==> config.mk <==
export PLATFORM = sky130hd
export DESIGN_NAME = dashed_line_tessellator
export DESIGN_NICKNAME = d
export VERILOG_FILES = /design/src/rtl/core/dlt_pkg.sv /design/src/rtl/core/dlt_iter.sv /design/src/rtl/core/dashed_line_tessellator.sv
export SDC_FILE = /design/constraint.sdc
export NUM_CORES = 2
export LEC_CHECK = 0
export ABC_AREA = 1
export BUFFER_PORTS_ARGS = -buffer_cell sky130_fd_sc_hd__buf_2
export CELL_PAD_IN_SITES_DETAIL_PLACEMENT = 1
export CELL_PAD_IN_SITES_GLOBAL_PLACEMENT = 2
export CORE_UTILIZATION = 39
export CTS_CLUSTER_SIZE = 25
export DETAILED_ROUTE_END_ITERATION = 12
export PLACE_DENSITY = 0.93
export SLEW_MARGIN = 20
export SYNTH_ARGS = -nofsm -noshare
export SYNTH_HDL_FRONTEND = slang
export SYNTH_SLANG_ARGS = --single-unit
==> constraint.sdc <==
create_clock -name clk -period 10.25 [get_ports clk]
set_clock_uncertainty 0.15 [all_clocks]
set_input_delay 1.5375 -clock clk [delete_from_list [all_inputs] [get_ports clk]]
set_output_delay 1.5375 -clock clk [all_outputs]
set_load 0.05 [all_outputs]
==> src/rtl/core/dlt_pkg.sv <==
// Shared types and constants of the dashed line tessellator.
package dlt_pkg;

  // Operation of the shared iterative unit
  typedef enum logic {
    OP_DIV  = 1'b0,
    OP_SQRT = 1'b1
  } iter_op_t;

  localparam int SRC_W   = 50;  // dividend / radicand width
  localparam int LEN_W   = 25;  // segment length in fine units
  localparam int REM_W   = 28;  // partial remainder width
  localparam int CNT_W   = 6;
  localparam int DIV_ITERS  = SRC_W;
  localparam int SQRT_ITERS = SRC_W / 2;

  localparam int VERTS_PER_DASH = 6;
  localparam logic [16:0] GAP_NUM = 17'd10813;

  // Register indexes
  localparam logic [7:0] REG_LINE_WIDTH = 8'd0;
  localparam logic [7:0] REG_DASH_SIZE  = 8'd1;
  localparam logic [7:0] REG_LINE_COLOR = 8'd2;

  typedef struct packed {
    logic     start;
    iter_op_t op;
  } iter_req_t;

  typedef struct packed {
    logic done;
  } iter_rsp_t;

endpackage

==> src/rtl/core/dlt_iter.sv <==
// Shared iterative unit: restoring division or digit-by-digit square root.
module dlt_iter (
  input  logic                       clk,
  input  logic                       rst,
  input  dlt_pkg::iter_req_t         req,
  input  logic [dlt_pkg::SRC_W-1:0]  src_in,
  input  logic [dlt_pkg::LEN_W-1:0]  divisor,
  output dlt_pkg::iter_rsp_t         rsp,
  output logic [dlt_pkg::SRC_W-1:0]  res
);

  logic [dlt_pkg::SRC_W-1:0] src;
  logic [dlt_pkg::REM_W-1:0] rem;
  logic [dlt_pkg::REM_W-1:0] cand;
  logic [dlt_pkg::REM_W-1:0] trial;
  logic [dlt_pkg::CNT_W-1:0] cnt;
  dlt_pkg::iter_op_t         op;
  logic                      running;
  logic                      ge;

  // One shared compare and subtract per cycle
  always_comb begin
    if (op == dlt_pkg::OP_SQRT) begin
      cand  = {rem[dlt_pkg::REM_W-3:0], src[dlt_pkg::SRC_W-1 -: 2]};
      trial = {res[dlt_pkg::REM_W-3:0], 2'b01};
    end else begin
      cand  = {rem[dlt_pkg::REM_W-2:0], src[dlt_pkg::SRC_W-1]};
      trial = {{(dlt_pkg::REM_W-dlt_pkg::LEN_W){1'b0}}, divisor};
    end
    ge = (cand >= trial);
  end

  always_ff @(posedge clk) begin
    if (rst) begin
      running  <= 1'b0;
      rsp.done <= 1'b0;
      cnt      <= '0;
      op       <= dlt_pkg::OP_DIV;
    end else begin
      rsp.done <= 1'b0;
      if (req.start) begin
        src     <= src_in;
        rem     <= '0;
        res     <= '0;
        op      <= req.op;
        running <= 1'b1;
        cnt     <= (req.op == dlt_pkg::OP_SQRT) ? dlt_pkg::CNT_W'(dlt_pkg::SQRT_ITERS)
                                                : dlt_pkg::CNT_W'(dlt_pkg::DIV_ITERS);
      end else if (running) begin
        rem <= ge ? (cand - trial) : cand;
        res <= {res[dlt_pkg::SRC_W-2:0], ge};
        src <= (op == dlt_pkg::OP_SQRT) ? {src[dlt_pkg::SRC_W-3:0], 2'b00}
                                        : {src[dlt_pkg::SRC_W-2:0], 1'b0};
        cnt <= cnt - dlt_pkg::CNT_W'(1);
        if (cnt == dlt_pkg::CNT_W'(1)) begin
          running  <= 1'b0;
          rsp.done <= 1'b1;
        end
      end
    end
  end

endmodule

==> src/rtl/core/dashed_line_tessellator.sv <==
// Dashed line tessellator top level: sequencer, multiplier and vertex output.
//
//  channel | dir | handshake            | payload
//  s_*     | in  | s_tvalid / s_tready  | s_tdata: start_x, start_y, end_x, end_y
//  m_*     | out | m_tvalid / m_tready  | m_tdata: vertex_x, vertex_y, vertex_color; m_tlast
//  cfg_*   | in  | cfg_valid / cfg_ready| cfg_index, cfg_data
//
// A segment with n dashes takes a 25-step square root, n + 1 count steps and
// 2 + 4*n divisions of 50 steps, each after its operand multiply; the square
// root and the divisions run in the one shared unit, the count steps in the sequencer.
// Each dash then drives its 6 vertices out at one per cycle when m_tready is high.
// s_tready is high only while the sequencer is idle; a held output stalls it.
// Reset is synchronous; it clears the sequencer and output valid, and presets the registers.
module dashed_line_tessellator #(
  parameter int MAX_DASHES = 10
) (
  input  logic        clk,
  input  logic        rst,
  input  logic        s_tvalid,
  output logic        s_tready,
  input  logic [63:0] s_tdata,   // start_x, start_y, end_x, end_y
  output logic        m_tvalid,
  input  logic        m_tready,
  output logic [63:0] m_tdata,   // vertex_x, vertex_y, vertex_color
  output logic        m_tlast,
  input  logic        cfg_valid,
  output logic        cfg_ready,
  input  logic [7:0]  cfg_index,
  input  logic [31:0] cfg_data
);

  localparam int NW = $clog2(MAX_DASHES + 1);
  localparam int FW = 44;

  typedef enum logic [3:0] {
    S_IDLE, S_SQX, S_SQY, S_SUM, S_SQGO, S_SQW, S_GAPM, S_PER,
    S_CNT, S_MUL, S_DIVGO, S_DIVW, S_EMIT
  } state_t;

  state_t state;

  logic [15:0] line_width;
  logic [15:0] dash_size;
  logic [31:0] line_color;

  logic signed [15:0] sx, sy;
  logic signed [16:0] dx, dy;
  logic [32:0] l2;
  logic [dlt_pkg::LEN_W-1:0] len;
  logic [23:0] dash_f;
  logic [23:0] gap;
  logic [24:0] period;
  logic [24:0] cnt_rem;
  logic [NW-1:0] n;
  logic [NW-1:0] di;
  logic [25:0] t;
  logic [2:0] k;
  logic [2:0] vi;
  logic signed [FW-1:0] px, py, ax, ay, bx, by;
  logic signed [43:0] prod;

  // Shared multiplier operands
  logic signed [16:0] mul_a;
  logic [25:0] mul_b;
  logic signed [43:0] mul_p;
  logic [16:0] adx, ady;
  logic [25:0] te;

  assign adx = dx[16] ? 17'(-dx) : 17'(dx);
  assign ady = dy[16] ? 17'(-dy) : 17'(dy);
  assign te  = t + {2'b00, dash_f};

  always_comb begin
    mul_a = '0;
    mul_b = '0;
    unique case (state)
      S_SQX:  begin mul_a = signed'(adx); mul_b = {9'b0, adx}; end
      S_SQY:  begin mul_a = signed'(ady); mul_b = {9'b0, ady}; end
      S_GAPM: begin mul_a = signed'(dlt_pkg::GAP_NUM); mul_b = {10'b0, dash_size}; end
      S_MUL: begin
        case (k)
          3'd0:         mul_a = dy;
          3'd1:         mul_a = dx;
          3'd2, 3'd4:   mul_a = dx;
          default:      mul_a = dy;
        endcase
        case (k)
          3'd0, 3'd1:   mul_b = {3'b0, line_width, 7'b0};
          3'd2, 3'd3:   mul_b = t;
          default:      mul_b = te;
        endcase
      end
      default: begin mul_a = '0; mul_b = '0; end
    endcase
    mul_p = mul_a * signed'({1'b0, mul_b});
  end

  // Rounded division setup: |prod|*256 + len/2
  logic [43:0] prod_mag;
  logic [dlt_pkg::SRC_W-1:0] dividend;
  logic neg_q;

  assign prod_mag = prod[43] ? 44'(-prod) : 44'(prod);
  assign dividend = {prod_mag[41:0], 8'b0}
                  + {{(dlt_pkg::SRC_W-dlt_pkg::LEN_W+1){1'b0}}, len[dlt_pkg::LEN_W-1:1]};
  assign neg_q    = prod[43] ^ (k == 3'd0);

  // Shared iterative unit
  dlt_pkg::iter_req_t req;
  dlt_pkg::iter_rsp_t rsp;
  logic [dlt_pkg::SRC_W-1:0] iter_src;
  logic [dlt_pkg::SRC_W-1:0] iter_res;

  assign req.start = (state == S_SQGO) || (state == S_DIVGO);
  assign req.op    = (state == S_SQGO) ? dlt_pkg::OP_SQRT : dlt_pkg::OP_DIV;
  assign iter_src  = (state == S_SQGO) ? {1'b0, l2, 16'b0} : dividend;

  dlt_iter u_iter (
    .clk     (clk),
    .rst     (rst),
    .req     (req),
    .src_in  (iter_src),
    .divisor (len),
    .rsp     (rsp),
    .res     (iter_res)
  );

  logic signed [FW-1:0] q_val;
  logic signed [FW-1:0] q_mag;
  assign q_mag = signed'({1'b0, iter_res[FW-2:0]});
  assign q_val = neg_q ? -q_mag : q_mag;

  // Vertex selection for the quad's two triangles
  logic use_b, plus;
  logic signed [FW-1:0] fx, fy;
  assign use_b = (vi == 3'd1) || (vi == 3'd2) || (vi == 3'd4);
  assign plus  = (vi == 3'd2) || (vi == 3'd3) || (vi == 3'd4);
  assign fx = (use_b ? bx : ax) + (plus ? px : -px);
  assign fy = (use_b ? by : ay) + (plus ? py : -py);

  // Fine to signed Q16.0 with rounding away from zero and saturation
  function automatic logic [15:0] to_coord(input logic signed [FW-1:0] f);
    logic [FW-1:0] mag;
    logic [FW-1:0] r;
    mag = f[FW-1] ? FW'(-f) : FW'(f);
    r   = (mag + FW'(128)) >> 8;
    if (f[FW-1]) begin
      to_coord = (r > FW'(32768)) ? 16'h8000 : 16'(-r);
    end else begin
      to_coord = (r > FW'(32767)) ? 16'h7fff : r[15:0];
    end
  endfunction

  logic signed [FW-1:0] sx_f, sy_f;
  assign sx_f = FW'(sx) <<< 8;
  assign sy_f = FW'(sy) <<< 8;

  logic [24:0] gap_val;
  assign gap_val = 25'((prod[30:0] + 31'd32) >> 6);

  assign s_tready  = (state == S_IDLE);
  assign cfg_ready = 1'b1;

  // Configuration registers
  always_ff @(posedge clk) begin
    if (rst) begin
      line_width <= 16'd16;
      dash_size  <= 16'd160;
      line_color <= 32'hff000000;
    end else if (cfg_valid) begin
      unique case (cfg_index)
        dlt_pkg::REG_LINE_WIDTH: line_width <= cfg_data[15:0];
        dlt_pkg::REG_DASH_SIZE:  dash_size  <= cfg_data[15:0];
        dlt_pkg::REG_LINE_COLOR: line_color <= cfg_data;
        default: ;
      endcase
    end
  end

  // Sequencer and output register
  always_ff @(posedge clk) begin
    if (rst) begin
      state    <= S_IDLE;
      m_tvalid <= 1'b0;
      m_tlast  <= 1'b0;
      k        <= '0;
      vi       <= '0;
      di       <= '0;
      n        <= '0;
    end else begin
      // Emission reloads the output register itself; elsewhere a taken vertex drops
      if (m_tready && state != S_EMIT) m_tvalid <= 1'b0;
      unique case (state)
        S_IDLE: begin
          if (s_tvalid) begin
            sx    <= signed'(s_tdata[15:0]);
            sy    <= signed'(s_tdata[31:16]);
            dx    <= 17'(signed'(s_tdata[47:32])) - 17'(signed'(s_tdata[15:0]));
            dy    <= 17'(signed'(s_tdata[63:48])) - 17'(signed'(s_tdata[31:16]));
            state <= S_SQX;
          end
        end
        S_SQX: begin
          prod  <= mul_p;
          state <= S_SQY;
        end
        S_SQY: begin
          l2    <= prod[32:0];
          prod  <= mul_p;
          state <= S_SUM;
        end
        S_SUM: begin
          l2    <= l2 + prod[32:0];
          state <= S_SQGO;
        end
        S_SQGO: state <= S_SQW;
        S_SQW: begin
          if (rsp.done) begin
            len   <= iter_res[dlt_pkg::LEN_W-1:0];
            state <= S_GAPM;
          end
        end
        S_GAPM: begin
          prod   <= mul_p;
          dash_f <= {dash_size, 8'b0};
          state  <= S_PER;
        end
        S_PER: begin
          gap     <= gap_val[23:0];
          period  <= {1'b0, dash_f} + gap_val;
          cnt_rem <= len;
          n       <= '0;
          state   <= (len == '0) ? S_IDLE : S_CNT;
        end
        S_CNT: begin
          // Dash count by repeated subtraction, saturating
          if (period == '0) begin
            state <= S_IDLE;
          end else if (n < NW'(MAX_DASHES) && cnt_rem >= period) begin
            cnt_rem <= cnt_rem - period;
            n       <= n + NW'(1);
          end else if (n == '0) begin
            state <= S_IDLE;
          end else begin
            t     <= 26'(({1'b0, cnt_rem} + {2'b0, gap}) >> 1);
            k     <= '0;
            di    <= '0;
            state <= S_MUL;
          end
        end
        S_MUL: begin
          prod  <= mul_p;
          state <= S_DIVGO;
        end
        S_DIVGO: state <= S_DIVW;
        S_DIVW: begin
          if (rsp.done) begin
            case (k)
              3'd0:    px <= q_val;
              3'd1:    py <= q_val;
              3'd2:    ax <= sx_f + q_val;
              3'd3:    ay <= sy_f + q_val;
              3'd4:    bx <= sx_f + q_val;
              default: by <= sy_f + q_val;
            endcase
            if (k == 3'd5) begin
              vi    <= '0;
              state <= S_EMIT;
            end else begin
              k     <= k + 3'd1;
              state <= S_MUL;
            end
          end
        end
        S_EMIT: begin
          if (!m_tvalid || m_tready) begin
            m_tvalid <= 1'b1;
            m_tdata  <= {line_color, to_coord(fy), to_coord(fx)};
            m_tlast  <= (vi == 3'(dlt_pkg::VERTS_PER_DASH - 1)) && (di + NW'(1) == n);
            if (vi == 3'(dlt_pkg::VERTS_PER_DASH - 1)) begin
              if (di + NW'(1) == n) begin
                state <= S_IDLE;
              end else begin
                di    <= di + NW'(1);
                t     <= t + {1'b0, period};
                k     <= 3'd2;
                state <= S_MUL;
              end
            end else begin
              vi <= vi + 3'd1;
            end
          end
        end
        default: state <= S_IDLE;
      endcase
    end
  end

endmodule

# Word level (Yosys, flattened, before mapping)
# Index checks and enable logic that the tools add are counted.
[word_totals]
word_cells = 261
inputBits = 109
regBits = 825
out_inout_bits = 68
[classes]
n_eq_ne = 41
n_lt_le_gt_ge = 7
bitwise_logic = 4
mul = 1
reduce_logical = 53
muxes = 87
n_addsub = 32
[ops]
columns = ["op", "count"]
rows = [
  ["two-way mux 44 bit", 7],
  ["two-way mux 50 bit", 4],
  ["negation 44 bit", 4],
  ["two-way mux 26 bit", 6],
  ["one-hot mux 26 bit (2 select lines)", 2],
  ["one-hot mux 26 bit (4 select lines)", 1],
  ["two-way mux 16 bit", 6],
  ["adder 24 x 44 -> 44 bit", 2],
  ["adder 44 bit", 2],
  ["adder 44 x 8 -> 44 bit (second input constant)", 2],
  ["greater-than comparator 36 x 15 -> 1 bit (second input constant)", 2],
  ["greater-than comparator 36 x 16 -> 1 bit (second input constant)", 2],
  ["two-way mux 4 bit", 18],
  ["one-hot mux 17 bit (4 select lines)", 1],
  ["one-hot mux 33 bit (2 select lines)", 1],
  ["two-way mux 28 bit", 2],
  ["two-way mux 27 bit", 2],
  ["one-hot mux 4 bit (13 select lines)", 1],
  ["two-way mux 17 bit", 3],
  ["adder 50 x 24 -> 50 bit", 1],
  ["logical NOT 25 bit", 2],
  ["two-way mux 25 bit", 2],
  ["one-hot mux 25 bit (2 select lines)", 1],
  ["multiplier 17 x 27 -> 44 bit", 1],
  ["64 further kinds", 150],
]

# Longest topological paths before layout
[depth]
depth_word = 11
depth_mapped = 53

# By module
# Synthesis repeated with hierarchy kept, for this count alone.
[unflattened]
hier_cells = 10720
area_unflattened_um2 = 79542.5
[modules_own_cells]
columns = ["module", "cells_per_inst", "instances", "area_each_um2"]
rows = [
  ["dashed_line_tessellator", 9582, 1, 70835.4],
  ["dlt_iter", 1138, 1, 8707.1],
]

# Worst setup path before layout
# No wires, ideal clock.
[synth_timing]
kind = "in2reg"
from = "in rst"
to = "reg by[0] (enable)"
setup_time_ns = 0.682
n_path_buf = 0
path_slack_ns = 0.675
t_arrival_ns = 8.743
cell_stages = 3
path_cell_list = "inv_1 nand3_1 a2111oi_0"
[synth_via]
elab_chain_cells = 2
[synth_lines]
columns = ["item", "line", "text"]
rows = [
  ["start, declared", "dashed_line_tessellator.sv:18", "input logic rst,"],
  ["inverter 1 bit (no line)", "n/a", ""],
  ["AND reduction 4 bit (no line)", "n/a", ""],
  ["end signal, assigned", "dashed_line_tessellator.sv:264", "default: by <= sy_f + q_val;"],
  ["end, declared", "dashed_line_tessellator.sv:59", "logic signed [FW-1:0] px, py, ax, ay, bx, by;"],
]
# No other way between the ends.
# A chain may end at the register's enable or synchronous reset.

# Worst setup path after layout
[layout_timing]
from = "reg dx[1]"
to = "reg prod[41], data pin"
[layout_via]
elab_chain_cells = 4
elab_cells_between_ends = 6
[layout_lines]
columns = ["item", "line", "text"]
rows = [
  ["start, declared", "dashed_line_tessellator.sv:47", "logic signed [16:0] dx, dy;"],
  ["start signal, assigned", "dashed_line_tessellator.sv:198", "dx <= 17'(signed'(s_tdata[47:32])) - 17'(signed'(s_tdata[15:0]));"],
  ["negation 17 bit", "dashed_line_tessellator.sv:69", "assign adx = dx[16] ? 17'(-dx) : 17'(dx);"],
  ["two-way mux 17 bit", "dashed_line_tessellator.sv:69", ""],
  ["one-hot mux 17 bit (4 select lines) or one-hot mux 26 bit (4 select lines) (tied branches)", "dashed_line_tessellator.sv:76", "unique case (state)"],
  ["multiplier 17 x 27 -> 44 bit (*)", "dashed_line_tessellator.sv:95", "mul_p = mul_a * signed'({1'b0, mul_b});"],
  ["net mul_p[41]", "dashed_line_tessellator.sv:65", "logic signed [43:0] mul_p;"],
  ["end signal, assigned", "dashed_line_tessellator.sv:204", "prod <= mul_p;"],
  ["end signal, assigned", "dashed_line_tessellator.sv:209", "prod <= mul_p;"],
  ["end signal, assigned", "dashed_line_tessellator.sv:224", "prod <= mul_p;"],
  ["end, declared", "dashed_line_tessellator.sv:60", "logic signed [43:0] prod;"],
]
# The timed path passes the listed nets; every way through them passes the cells marked *.

==> results by group <==
Timing
  – Worst Tran Pin Value: ~1.2 ns
  – Hold Worst Slack: 0.272 ns
  – Unrepaired setup endpoints after global routing: false
  – Final Setup Violations: 0
  – Fmax: 0.106 GHz
  – Final worst path period need: between 9 and 10 ns
  – Endpoints failing hold: 0
  – Setup Total Neg Slack: 0 ns
  – Rel. slew slack: 0.210
  – Max Slew Vio Count: 0
  – Final worst-path cycle share: 0.918

Clock tree
  – Post-CTS setup buffer count: 0
  – Clk buf depth: 3
  – CTS tree: built
  – Clock slew at reported path FFs: 0.06 ns
  – Worst skew pair latency: 0.77 ns
  – Htree depth: 3
  – CTS buffer count: 99
  – Root Driver: clkbuf_16
  – Clock sink total: 816

Layout
  – Storage cell area: 0.0236 mm²
  – Final Non-Filler Cells: approximately 13000
  – Layout cells sized above 1: 0.0812
  – # fillers: 24874
  – Fin util: 0.431
  – Multi-input logic area: 0.0472 mm²
  – Area Overhead vs Synth: 9.80%
  – Final net count: roughly 11000

GRT
  – Initial antenna violation count: 10
  – Largest net degree at the start of global routing: roughly 120
  – First-pass GRT wire length: 432000 µm
  – GRT Residual Overflow: 0
  – Gr usage total: 0.273
  – Vias in the first global route: 74932

Worst hold path
  – Worst Hold Depth: 0
  – Type of the worst min-delay path: register to register
  – Min-delay src: line_color[19]
  – Hold path endpoint: m_tdata[51]

Critical path
  – Max stage delay on crit path: 0.55 ns
  – Max Fanout on Critical Path: 14
  – Required time of the critical path: 10.60 ns
  – Critical path capture point type: register
  – Worst path slowest cell: fa_1
  – CP arrival: 9.76 ns
  – R2R Path End: prod[41]
  – FF-to-FF path depth: between 40 and 50
  – Critical path class: register to register
  – Most frequent CP cell: inv_1
  – Crit Reg-Reg Startpoint: dx[1]
  – R2R Setup Slk: 0.84 ns
  – Element type at the critical path start: register

Synthesis
  – Top cell type's share of synthesized area: 0.278
  – Mapped Area: around 0.078 mm²
  – Most frequent cell after synthesis: nand2_1
  – Synth top cells by count: nand2_1 (2540), inv_1 (1697), nor2_1 (983)
  – FF+latch count, synth: 816
  – Post-Synth Adder-Cell Area: 0.182
  – Yosys warnings: 0
  – Net Count, Synth: ~11000
  – Top post-synthesis cells by area: edfxtp_1 (28%), nand2_1 (12%), fa_1 (9.5%), ha_1 (8.7%), inv_1 (8.1%)
  – FFs w/ async S/R, synth: 0
  – Complex-gate fraction of the synthesized area: 0.0992
  – Simple logic cell fraction of the synthesized area: 0.252
  – Synth Instances: 10285
  – Synth Flop Type: edfxtp_1
  – Avg Cell Area, Syn: 7.61 µm²
  – Register area share after synthesis: 0.301
  – Largest family of logic cells by synthesized area: simple AND/OR/NAND/NOR gates
  – Area leader, netlist: edfxtp_1
  – Netlist cell types: 80
  – Post-synth EDFFs: 723
  – Mux contribution to synthesized area: 0.0125
  – XOR/XNOR share of the synthesized area: 0.0557

Pwr
  – Gate power share: 0.625
  – Tot Pwr: approximately 25 mW
  – Reg power frac: 0.220
  – Fraction of power consumed by the clock network: 0.155
  – P_int: around 12 mW
  – Maximum VDD drop: 0.264 mV
  – Power per cell area: approximately 290 mW/mm²
  – Static Leakage: 40.2 nW
  – Psw: 12.6 mW
  – Net Sw Frac: 0.512

Detailed routing
  – DRT antenna net count: 0
  – Wire per inst: roughly 21 µm
  – Via Count: 70465
  – Post-Route WL: 279000 µm
  – Via density: 5.34
  – Initial DRC count: 4305
  – DR pass1 iterations: 6
  – Remaining DRCs: 0

Die
  – Die extent in y: 450 µm
  – IO Pins: about 180
  – Die X-Extent: ~450 µm
  – Die footprint: 0.202 mm²
  – Row Count: 164
  – Core area: 0.199 mm²
  – Initial Util: 0.392

Place
  – Dpl hpwl: 227000 µm
  – Gp weighted congestion: 0.931
  – I/O Buffers: 175
  – Placed cells: 13002

Status
  – Status: finished clean

Flow run
  – Maxcap violations: 0
-- cells by family after synthesis --
group,count (synthesis)
adders and majority gates,917
AOI/OAI and AO/OA,1385
and+or+nand+nor,4602
other,1
DFF,816
muxes,87
xor gates and xnor gates,495
buffers and inverters,1982
-- state kept, by name (all words and copies together) (netlist names), 26 cells and up --
signal      cells
m_tdata        64
bx             44
px             44
u_iter.rem     27
l2             33
line_color     32
u_iter.src     50
ay             44
by             44
prod           43
t              26
ax             44
py             44
u_iter.res     43
-- critical path, delay by kind of cell, from the launching register on --
kind | cells | cell delay (ns)
buf+inv | 13 | 1.42
flops | 1 | 0.40
xor+xnor | 1 | 0.14
compound gates | 10 | 2.03
simple gates | 11 | 1.40
fa+ha+maj | 8 | 3.57
-- final cells by class --
class,instances,area share
multi-input cells,7487,0.550
flip-flops and latches,816,0.274
inverters,1766,0.0772
well taps,2656,0.0387
clock buffers,124,0.0310
repair buffers,277,0.0192
clock inverters,63,0.00931
diodes,4,0.000117
-- power groups by stage --
stage / Clock [mW] / Combinational (mW) / Sequential (mW)
floorplan: 0 / 10.3 / 5.21
global placement: 0 / 14.6 / 5.43
detailed placement: 0 / 15.2 / 5.45
CTS: 3.87 / 15.4 / 5.38
global route: 3.96 / 16.9 / 5.43
finish: 3.80 / 15.3 / 5.39
-- worst max-delay path by stage --
stage / startpoint / to
floorplan: rst / by[0]
global placement: dx[0] / prod[41]
detailed placement: dx[1] / prod[37]
CTS: dx[1] / prod[37]
global route: dx[1] / prod[41]
finish: dx[1] / prod[41]
-- stage by stage --
stage,cell area (µm²),setup WS (ns)
finish,85900,0.843
global route,85900,0.0495
CTS,85900,0.633
detailed placement,82400,0.656
global placement,82400,0.719
floorplan,78200,0.675
-- placed cells by master (no fill, tap or decap), types with 18 or more instances in the layout --
cell type and instances:
nor2_1 969, o21bai_1 37, a21oi_1 540, nand3_2 26, nand3b_1 40, inv_2 47, xnor2_1 155, a211oi_1 45
o21a_1 18, buf_4 101, nor4_1 40, o22ai_1 24, nand4_1 149, nand3_1 464, nor3_1 104, nor2_2 77
buf_2 175, xor2_1 337, o21ai_0 501, inv_1 1694, fa_1 373, mux2_2 85, nand2_1 2540, o211ai_1 42
nand2_2 84, nor2_4 36, o221ai_1 28, dfxtp_1 92, edfxtp_1 723, ha_1 544, a31oi_1 39, clkinv_1 34
clkbuf_16 100, o21ai_1 23
-- metal layers --
layer / share of wire / GRT usage
met1: 0.40 / 0.320
met2: 0.49 / 0.480
met3: 0.038 / 0.0261
met4: 0.067 / 0.163
met5: 0 / 0
-- what timing repair did --
item | 4_1_cts | 5_1_grt
hold buffers | 0 | 0
endpoints found under the setup margin | 0 | 5
resized for setup | 0 | 4
(Power assumes the default switching activity.)
